### src/rtl/psdm_pkg.sv
`timescale 1ns / 1ps

package psdm_pkg;

    localparam int DIST_W      = 22;
    localparam int OUT_DIST_W  = 21;
    localparam int OUT_TDATA_W = 24;

    typedef logic [DIST_W-1:0]     dist_t;
    typedef logic [OUT_DIST_W-1:0] out_dist_t;

    localparam dist_t     DIST_MAX     = 22'h3F_FFFF;
    localparam out_dist_t OUT_DIST_MAX = 21'h1F_FFFF;
    localparam out_dist_t THRESH_RESET = 21'd50;

endpackage

### src/rtl/point_segment_distance_min.sv
`timescale 1ns / 1ps

// channel  | dir | signals                      | contents
// ---------+-----+------------------------------+-----------------------------------------
// s_       | in  | tvalid tready tdata tuser    | one segment item, tlast = last_segment
// m_       | out | tvalid tready tdata tuser    | run minimum and near flag
// cfg_     | in  | wr_en wr_data                | near_threshold
//
// An item passes the bit-serial multiplier pass (ST_MUL) and ST_EVAL. When the
// projection is clamped to an end it then goes to ST_FOLD; else the radix-2
// modular divider (ST_DIV) and ST_SUB run before ST_FOLD.
// Reset clears the running minimum to all ones, the threshold to 50 and the output valid.
// The next item is taken while a result waits in the output register; an item that
// ends a run holds in its last cycle until that register is free.
module point_segment_distance_min #(
    parameter int COORD_BITS = 10
) (
    input  logic clk,
    input  logic rst_n,
    input  logic s_tvalid,
    output logic s_tready,
    // point_x, point_y, start_x, start_y, end_x, end_y, zero fill
    input  logic [((6*COORD_BITS+7)/8)*8-1:0] s_tdata,
    // first_segment
    input  logic [0:0] s_tuser,
    input  logic s_tlast,
    output logic m_tvalid,
    input  logic m_tready,
    // min_sq_distance, zero fill
    output logic [psdm_pkg::OUT_TDATA_W-1:0] m_tdata,
    // near
    output logic [0:0] m_tuser,
    input  logic cfg_wr_en,
    input  logic [psdm_pkg::OUT_DIST_W-1:0] cfg_wr_data
);

    localparam int DW = COORD_BITS + 1;
    localparam int PW = 2 * COORD_BITS + 3;
    localparam int LW = 2 * COORD_BITS + 1;
    localparam int SW = LW + 2;
    localparam int CW = $clog2(LW);
    localparam int XW = (LW > psdm_pkg::DIST_W) ? LW : psdm_pkg::DIST_W;

    localparam logic [2:0] ST_IDLE = 3'd0;
    localparam logic [2:0] ST_MUL  = 3'd1;
    localparam logic [2:0] ST_EVAL = 3'd2;
    localparam logic [2:0] ST_DIV  = 3'd3;
    localparam logic [2:0] ST_SUB  = 3'd4;
    localparam logic [2:0] ST_FOLD = 3'd5;

    function automatic logic signed [PW-1:0] term(input logic signed [PW-1:0] m,
                                                  input logic b, input logic neg);
        logic signed [PW-1:0] t;
        t = '0;
        if (b)
        begin
            t = neg ? -m : m;
        end
        return t;
    endfunction

    logic [2:0] state_reg, state_next;
    logic [CW-1:0] cnt_reg, cnt_next;
    psdm_pkg::dist_t run_min_reg, run_min_next;
    psdm_pkg::out_dist_t thresh_reg;
    logic m_tvalid_reg, m_tvalid_next;

    logic [DW-1:0] q_apx_reg, q_apy_reg, q_abx_reg, q_aby_reg, q_bpx_reg, q_bpy_reg;
    logic [DW-1:0] q_apx_next, q_apy_next, q_abx_next, q_aby_next, q_bpx_next, q_bpy_next;
    logic signed [PW-1:0] m_apx_reg, m_apy_reg, m_abx_reg, m_aby_reg, m_bpx_reg, m_bpy_reg;
    logic signed [PW-1:0] m_apx_next, m_apy_next, m_abx_next, m_aby_next;
    logic signed [PW-1:0] m_bpx_next, m_bpy_next;
    logic signed [PW-1:0] acc_ap2_reg, acc_bp2_reg, acc_dot_reg, acc_len2_reg;
    logic signed [PW-1:0] acc_ap2_next, acc_bp2_next, acc_dot_next, acc_len2_next;
    logic [LW-1:0] dsh_reg, dsh_next, rem_reg, rem_next, quo_reg, quo_next;
    logic [LW-1:0] dist_reg, dist_next;
    logic first_reg, first_next, last_reg, last_next;
    psdm_pkg::out_dist_t m_dist_reg, m_dist_next;
    logic m_near_reg, m_near_next;

    logic [COORD_BITS-1:0] px, py, ax, ay, bx, by;
    logic signed [DW-1:0] d_apx, d_apy, d_abx, d_aby, d_bpx, d_bpy;
    logic accept, out_free, neg;
    logic [SW-1:0] s_sum, len_e, len2_e;
    logic k1, k2;
    logic [XW-1:0] dist_ext;
    psdm_pkg::dist_t d_sat, min_new;

    assign px = s_tdata[0*COORD_BITS +: COORD_BITS];
    assign py = s_tdata[1*COORD_BITS +: COORD_BITS];
    assign ax = s_tdata[2*COORD_BITS +: COORD_BITS];
    assign ay = s_tdata[3*COORD_BITS +: COORD_BITS];
    assign bx = s_tdata[4*COORD_BITS +: COORD_BITS];
    assign by = s_tdata[5*COORD_BITS +: COORD_BITS];

    assign d_apx = signed'({1'b0, px}) - signed'({1'b0, ax});
    assign d_apy = signed'({1'b0, py}) - signed'({1'b0, ay});
    assign d_abx = signed'({1'b0, bx}) - signed'({1'b0, ax});
    assign d_aby = signed'({1'b0, by}) - signed'({1'b0, ay});
    assign d_bpx = signed'({1'b0, px}) - signed'({1'b0, bx});
    assign d_bpy = signed'({1'b0, py}) - signed'({1'b0, by});

    assign s_tready = (state_reg == ST_IDLE);
    assign accept   = s_tvalid && s_tready;
    assign out_free = !m_tvalid_reg || m_tready;
    assign neg      = (cnt_reg == '0);

    // modular divider step: rem stays below len2, quo = floor(dot * prefix / len2)
    assign s_sum  = {1'b0, rem_reg, 1'b0}
                  + (dsh_reg[LW-1] ? {2'b00, acc_dot_reg[LW-1:0]} : '0);
    assign len_e  = {2'b00, acc_len2_reg[LW-1:0]};
    assign len2_e = {1'b0, acc_len2_reg[LW-1:0], 1'b0};
    assign k2     = (s_sum >= len2_e);
    assign k1     = (s_sum >= len_e);

    assign dist_ext = XW'(dist_reg);
    assign d_sat    = (dist_ext > XW'(psdm_pkg::DIST_MAX)) ? psdm_pkg::DIST_MAX
                                                           : dist_ext[psdm_pkg::DIST_W-1:0];
    assign min_new  = (first_reg || d_sat < run_min_reg) ? d_sat : run_min_reg;

    always_comb
    begin
        state_next    = state_reg;
        cnt_next      = cnt_reg;
        run_min_next  = run_min_reg;
        m_tvalid_next = m_tvalid_reg && !m_tready;
        q_apx_next    = q_apx_reg;
        q_apy_next    = q_apy_reg;
        q_abx_next    = q_abx_reg;
        q_aby_next    = q_aby_reg;
        q_bpx_next    = q_bpx_reg;
        q_bpy_next    = q_bpy_reg;
        m_apx_next    = m_apx_reg;
        m_apy_next    = m_apy_reg;
        m_abx_next    = m_abx_reg;
        m_aby_next    = m_aby_reg;
        m_bpx_next    = m_bpx_reg;
        m_bpy_next    = m_bpy_reg;
        acc_ap2_next  = acc_ap2_reg;
        acc_bp2_next  = acc_bp2_reg;
        acc_dot_next  = acc_dot_reg;
        acc_len2_next = acc_len2_reg;
        dsh_next      = dsh_reg;
        rem_next      = rem_reg;
        quo_next      = quo_reg;
        dist_next     = dist_reg;
        first_next    = first_reg;
        last_next     = last_reg;
        m_dist_next   = m_dist_reg;
        m_near_next   = m_near_reg;

        unique case (state_reg)
            ST_IDLE:
            begin
                if (accept)
                begin
                    q_apx_next    = d_apx;
                    q_apy_next    = d_apy;
                    q_abx_next    = d_abx;
                    q_aby_next    = d_aby;
                    q_bpx_next    = d_bpx;
                    q_bpy_next    = d_bpy;
                    m_apx_next    = {{(PW-DW){d_apx[DW-1]}}, d_apx};
                    m_apy_next    = {{(PW-DW){d_apy[DW-1]}}, d_apy};
                    m_abx_next    = {{(PW-DW){d_abx[DW-1]}}, d_abx};
                    m_aby_next    = {{(PW-DW){d_aby[DW-1]}}, d_aby};
                    m_bpx_next    = {{(PW-DW){d_bpx[DW-1]}}, d_bpx};
                    m_bpy_next    = {{(PW-DW){d_bpy[DW-1]}}, d_bpy};
                    acc_ap2_next  = '0;
                    acc_bp2_next  = '0;
                    acc_dot_next  = '0;
                    acc_len2_next = '0;
                    first_next    = s_tuser[0];
                    last_next     = s_tlast;
                    cnt_next      = CW'(DW - 1);
                    state_next    = ST_MUL;
                end
            end
            ST_MUL:
            begin
                // LSB first; the sign bit on the last pass carries negative weight
                acc_ap2_next  = acc_ap2_reg + term(m_apx_reg, q_apx_reg[0], neg)
                                            + term(m_apy_reg, q_apy_reg[0], neg);
                acc_bp2_next  = acc_bp2_reg + term(m_bpx_reg, q_bpx_reg[0], neg)
                                            + term(m_bpy_reg, q_bpy_reg[0], neg);
                acc_dot_next  = acc_dot_reg + term(m_apx_reg, q_abx_reg[0], neg)
                                            + term(m_apy_reg, q_aby_reg[0], neg);
                acc_len2_next = acc_len2_reg + term(m_abx_reg, q_abx_reg[0], neg)
                                             + term(m_aby_reg, q_aby_reg[0], neg);
                q_apx_next = q_apx_reg >> 1;
                q_apy_next = q_apy_reg >> 1;
                q_abx_next = q_abx_reg >> 1;
                q_aby_next = q_aby_reg >> 1;
                q_bpx_next = q_bpx_reg >> 1;
                q_bpy_next = q_bpy_reg >> 1;
                m_apx_next = m_apx_reg <<< 1;
                m_apy_next = m_apy_reg <<< 1;
                m_abx_next = m_abx_reg <<< 1;
                m_aby_next = m_aby_reg <<< 1;
                m_bpx_next = m_bpx_reg <<< 1;
                m_bpy_next = m_bpy_reg <<< 1;
                if (cnt_reg == '0)
                begin
                    state_next = ST_EVAL;
                end
                else
                begin
                    cnt_next = cnt_reg - 1'b1;
                end
            end
            ST_EVAL:
            begin
                priority if (acc_len2_reg == '0 || acc_dot_reg[PW-1] || acc_dot_reg == '0)
                begin
                    dist_next  = acc_ap2_reg[LW-1:0];
                    state_next = ST_FOLD;
                end
                else if (acc_dot_reg >= acc_len2_reg)
                begin
                    dist_next  = acc_bp2_reg[LW-1:0];
                    state_next = ST_FOLD;
                end
                else
                begin
                    dsh_next   = acc_dot_reg[LW-1:0];
                    rem_next   = '0;
                    quo_next   = '0;
                    cnt_next   = CW'(LW - 1);
                    state_next = ST_DIV;
                end
            end
            ST_DIV:
            begin
                priority if (k2)
                begin
                    rem_next = LW'(s_sum - len2_e);
                end
                else if (k1)
                begin
                    rem_next = LW'(s_sum - len_e);
                end
                else
                begin
                    rem_next = s_sum[LW-1:0];
                end
                quo_next = {quo_reg[LW-2:0], 1'b0} + LW'({k2, k1 & ~k2});
                dsh_next = dsh_reg << 1;
                if (cnt_reg == '0)
                begin
                    state_next = ST_SUB;
                end
                else
                begin
                    cnt_next = cnt_reg - 1'b1;
                end
            end
            ST_SUB:
            begin
                dist_next  = acc_ap2_reg[LW-1:0] - quo_reg;
                state_next = ST_FOLD;
            end
            ST_FOLD:
            begin
                if (!last_reg)
                begin
                    run_min_next = min_new;
                    state_next   = ST_IDLE;
                end
                else if (out_free)
                begin
                    m_dist_next   = (min_new > {1'b0, psdm_pkg::OUT_DIST_MAX})
                                    ? psdm_pkg::OUT_DIST_MAX
                                    : min_new[psdm_pkg::OUT_DIST_W-1:0];
                    m_near_next   = (min_new <= {1'b0, thresh_reg});
                    m_tvalid_next = 1'b1;
                    run_min_next  = psdm_pkg::DIST_MAX;
                    state_next    = ST_IDLE;
                end
            end
            default:
            begin
                state_next = ST_IDLE;
            end
        endcase
    end

    always_ff @(posedge clk or negedge rst_n)
    begin
        if (!rst_n)
        begin
            state_reg    <= ST_IDLE;
            cnt_reg      <= '0;
            run_min_reg  <= psdm_pkg::DIST_MAX;
            thresh_reg   <= psdm_pkg::THRESH_RESET;
            m_tvalid_reg <= 1'b0;
        end
        else
        begin
            state_reg    <= state_next;
            cnt_reg      <= cnt_next;
            run_min_reg  <= run_min_next;
            m_tvalid_reg <= m_tvalid_next;
            if (cfg_wr_en)
            begin
                thresh_reg <= cfg_wr_data;
            end
        end
    end

    always_ff @(posedge clk)
    begin
        q_apx_reg    <= q_apx_next;
        q_apy_reg    <= q_apy_next;
        q_abx_reg    <= q_abx_next;
        q_aby_reg    <= q_aby_next;
        q_bpx_reg    <= q_bpx_next;
        q_bpy_reg    <= q_bpy_next;
        m_apx_reg    <= m_apx_next;
        m_apy_reg    <= m_apy_next;
        m_abx_reg    <= m_abx_next;
        m_aby_reg    <= m_aby_next;
        m_bpx_reg    <= m_bpx_next;
        m_bpy_reg    <= m_bpy_next;
        acc_ap2_reg  <= acc_ap2_next;
        acc_bp2_reg  <= acc_bp2_next;
        acc_dot_reg  <= acc_dot_next;
        acc_len2_reg <= acc_len2_next;
        dsh_reg      <= dsh_next;
        rem_reg      <= rem_next;
        quo_reg      <= quo_next;
        dist_reg     <= dist_next;
        first_reg    <= first_next;
        last_reg     <= last_next;
        m_dist_reg   <= m_dist_next;
        m_near_reg   <= m_near_next;
    end

    assign m_tvalid = m_tvalid_reg;
    assign m_tdata  = {{(psdm_pkg::OUT_TDATA_W-psdm_pkg::OUT_DIST_W){1'b0}}, m_dist_reg};
    assign m_tuser  = m_near_reg;

endmodule

### config.mk
export PLATFORM = sky130hd
export DESIGN_NAME = point_segment_distance_min
export DESIGN_NICKNAME = d
export VERILOG_FILES = /design/src/rtl/psdm_pkg.sv /design/src/rtl/point_segment_distance_min.sv
export SDC_FILE = /design/constraint.sdc
export NUM_CORES = 2
export LEC_CHECK = 0
export BUFFER_PORTS_ARGS = -buffer_cell sky130_fd_sc_hd__buf_4
export CAP_MARGIN = 10
export CELL_PAD_IN_SITES_DETAIL_PLACEMENT = 1
export CELL_PAD_IN_SITES_GLOBAL_PLACEMENT = 1
export CORE_AREA = 5 5 285 287
export DETAILED_ROUTE_END_ITERATION = 10
export DIE_AREA = 0 0 290 292
export PLACE_DENSITY_LB_ADDON = 0.1
export SYNTH_ARGS = -nofsm -noshare
export SYNTH_HDL_FRONTEND = slang
export SYNTH_SLANG_ARGS = --single-unit
### constraint.sdc
create_clock -name clk -period 6.05 [get_ports clk]
set_clock_uncertainty 0.2 [all_clocks]
set_input_delay 0.605 -clock clk [delete_from_list [all_inputs] [get_ports clk]]
set_output_delay 0.605 -clock clk [all_outputs]
set_load 0.05 [all_outputs]
==> metrics.txt <==
outcome complete, no violations; post-synthesis register bit count 448; clock insertion delay at the later pin of the skew report 620 ps; GP Congestion 0.915; Die X 290 µm; Multi-input gate area 21100 µm²; initial antenna violation count 1; Avg Inst Size Synth 9.66 µm²; ANT nets after route 0; post-synthesis cell type count 96; WP data required 6210 ps; GRT Total Usage 23.8%; Initial Utilization 45.5%; # setup viols final 0; PortBufs 111; first-pass GRT wire length 166000 µm; post-synthesis cell area 35600 µm²; synth warn 0; Synth Instances 3689; Cell Rows 103; grt ovf 0; min Tclk post-route 5770 ps; hpwl dp 81300 µm; largest net degree at the start of global routing 125; register area share after synthesis 37.1%; Clock Path Buffers 3; Routed WL per cell 21.1 µm; vias in the first global route 30272; vias per inst 5.73; Final TNS setup 0 ps; fmax 173 MHz; CTS root buf clkbuf_16; final-layout fill cell count 8854; Max-Cap Viols 0; Top FF cell, synth edfxtp_1; vias 28155; Critical Path Source Type flop; CTS tree built; CP Data Arrival Time 5920 ps; Num CTS Buffers 54; Synth-to-Final Area Change 12.3%; drt total wl 104000 µm; asr flop ratio synth 11.6%; Pins Over Slew Limit 0; H-Tree Level Count 2; Post-synth EDFFs 396; CP endpoint kind flop; Tightest Pin Transition 1160 ps; layout cells sized above 1 9.05%; Hold Path Class input pin to flop; I/O pin total 119; critical path type flop to flop; initial DRC count 1443; unrepaired setup endpoints after global routing no; drt drc 0; Die Span Y 292 µm; Critical Path Fanout Max 8; Period Utilization, post-route 95.3%; clock-pin slew on the worst setup and hold paths 60 ps; core area 78400 µm²; full die area 84700 µm²; ant diodes 0; Final Hold Fails 0; Reg area 13200 µm²; Rel. slew slack 22.2%; DRT Pass-1 Iters 5; Nets 4308; Sink Count 448
## through the flow
step / instance area, µm² / hold slack, ps / setup WS (ps) / util (%) / std cells
floorplan: 35700 / 109 / 507 / - / 3691
global placement: 37900 / 287 / 355 / 48.4 / 4786
detailed placement: 37900 / 296 / 91.7 / 48.4 / 4786
CTS: 39900 / 76.5 / 58.1 / 51.0 / 4911
global route: 40000 / 114 / 2.24 / 51.1 / 4917
finish: 40000 / 108 / 284 / 51.1 / 4917
## critical path, stage by stage (launching register included)
cell and delay [ps]:
edfxtp_1 510, and2_1 220, ha_1 390, nand3_1 100, o211ai_1 430, o21a_1 260, a21o_1 140, a21oi_1 80
xnor2_1 320, ha_1 370, and4_1 230, and4_4 200, a311oi_2 240, a21oi_1 100, a211o_1 310, a221oi_4 220
inv_2 120, ha_1 250, ha_1 250, and2_2 250, nand4_1 130, xnor2_1 130, nor2_1 50
## metal layers
metal / vias to the layer above / wire (µm) / GRT usage (%) / part of all wire [%]
li1: 13550 / - / - / -
met1: 14033 / 49200 / 33.0 / 47
met2: 456 / 49200 / 40.8 / 48
met3: 116 / 3020 / 2.49 / 2.9
met4: 0 / 2190 / 5.26 / 2.1
met5: - / 0 / 0 / 0
## cell usage after synthesis (6+ instances only)
cell type / n / area share, %
a21boi_0: 34 / 0.72
xnor2_1: 159 / 3.9
a21oi_1: 207 / 2.9
o21ai_0: 250 / 3.5
ha_1: 296 / 10
mux2i_1: 65 / 1.8
o31ai_1: 23 / 0.48
nand3b_1: 12 / 0.25
nand3_1: 33 / 0.46
nand4_1: 29 / 0.51
a31oi_1: 25 / 0.44
inv_1: 234 / 2.5
buf_1: 10 / 0.11
nor2_1: 272 / 2.9
o211ai_1: 20 / 0.42
xor2_1: 96 / 2.4
nor4_1: 32 / 0.56
clkbuf_1: 112 / 1.2
a2111oi_0: 6 / 0.15
or3b_2: 8 / 0.20
or4_1: 20 / 0.42
nor2b_1: 129 / 2.3
and3_1: 35 / 0.61
nand2_1: 276 / 2.9
or2_2: 6 / 0.11
nand2b_1: 52 / 0.91
a211oi_1: 31 / 0.65
dfstp_2: 25 / 1.8
nor3b_1: 12 / 0.25
and2_1: 96 / 1.7
o21bai_1: 7 / 0.15
fa_1: 98 / 5.5
dfrtp_1: 27 / 1.9
or3_1: 32 / 0.56
o41ai_1: 10 / 0.25
a21o_1: 232 / 4.9
nor3_1: 86 / 1.2
o21a_1: 77 / 1.6
edfxtp_1: 396 / 33
a211o_1: 14 / 0.34
## layout by cell type, fill, tap and decap left out, drive strengths merged, types with 8 or more instances in the layout
cell | Yosys | layout
a211o | 14 | 14
a211oi | 32 | 32
a21boi | 35 | 35
a21o | 233 | 233
a21oi | 209 | 209
a31oi | 25 | 25
and2 | 96 | 96
and3 | 35 | 35
buf | 19 | 180
clkbuf | 112 | 63
clkinv | 0 | 28
dfrtp | 27 | 27
dfstp | 25 | 25
dlygate4sd3 | 0 | 24
edfxtp | 396 | 396
fa | 98 | 98
ha | 296 | 296
inv | 235 | 238
mux2i | 65 | 65
nand2 | 276 | 276
nand2b | 52 | 52
nand3 | 33 | 33
nand3b | 12 | 12
nand4 | 29 | 29
nor2 | 272 | 272
nor2b | 129 | 129
nor3 | 86 | 86
nor3b | 12 | 12
nor4 | 35 | 35
o211ai | 21 | 21
o21a | 77 | 77
o21ai | 254 | 254
o31ai | 23 | 23
o41ai | 11 | 11
or2 | 8 | 8
or3 | 35 | 35
or3b | 9 | 9
or4 | 21 | 21
xnor2 | 159 | 159
xor2 | 96 | 96
## cell type report
cell class,count,area share (%)
Clock buffer,61,3.47
Sequential cell,448,33.0
Inverter,235,2.20
Clock inverter,40,1.03
Tap cell,1050,3.28
Multi-Input combinational cell,2877,52.7
Timing Repair Buffer,206,4.31
## final timing paths
kind                        startpoint            end  slack [ps]  cells after the start
min reg2reg                 dsh_reg[6]     dsh_reg[7]         310                      2
min                           s_tvalid   state_reg[0]         110                      3
max in group asynchronous        rst_n     cnt_reg[0]        4770                      2
max reg2reg                dsh_reg[20]    quo_reg[13]         280                     22
min in group asynchronous        rst_n  thresh_reg[6]         390                      2
max                        dsh_reg[20]    quo_reg[13]         280                     22
## what timing repair did
item                                    CTS  global route
hold buffers                             24             0
endpoints found under the setup margin    0            21
setup buffers                             0             4
gates resized for setup                   0             6
endpoints found under the hold margin    50             0
## logic make-up after synthesis
kind of cell    synth area share [%]
other cells                   0.0105
mux                             1.95
compound gates                  18.3
buf+inv                         3.97
fa+ha+maj                       15.9
xor+xnor                        6.33
simple gates                    16.4
flops                           37.1
Power is not shown: default switching activity piles up to over one toggle a cycle in this logic, so the estimate is an artifact.
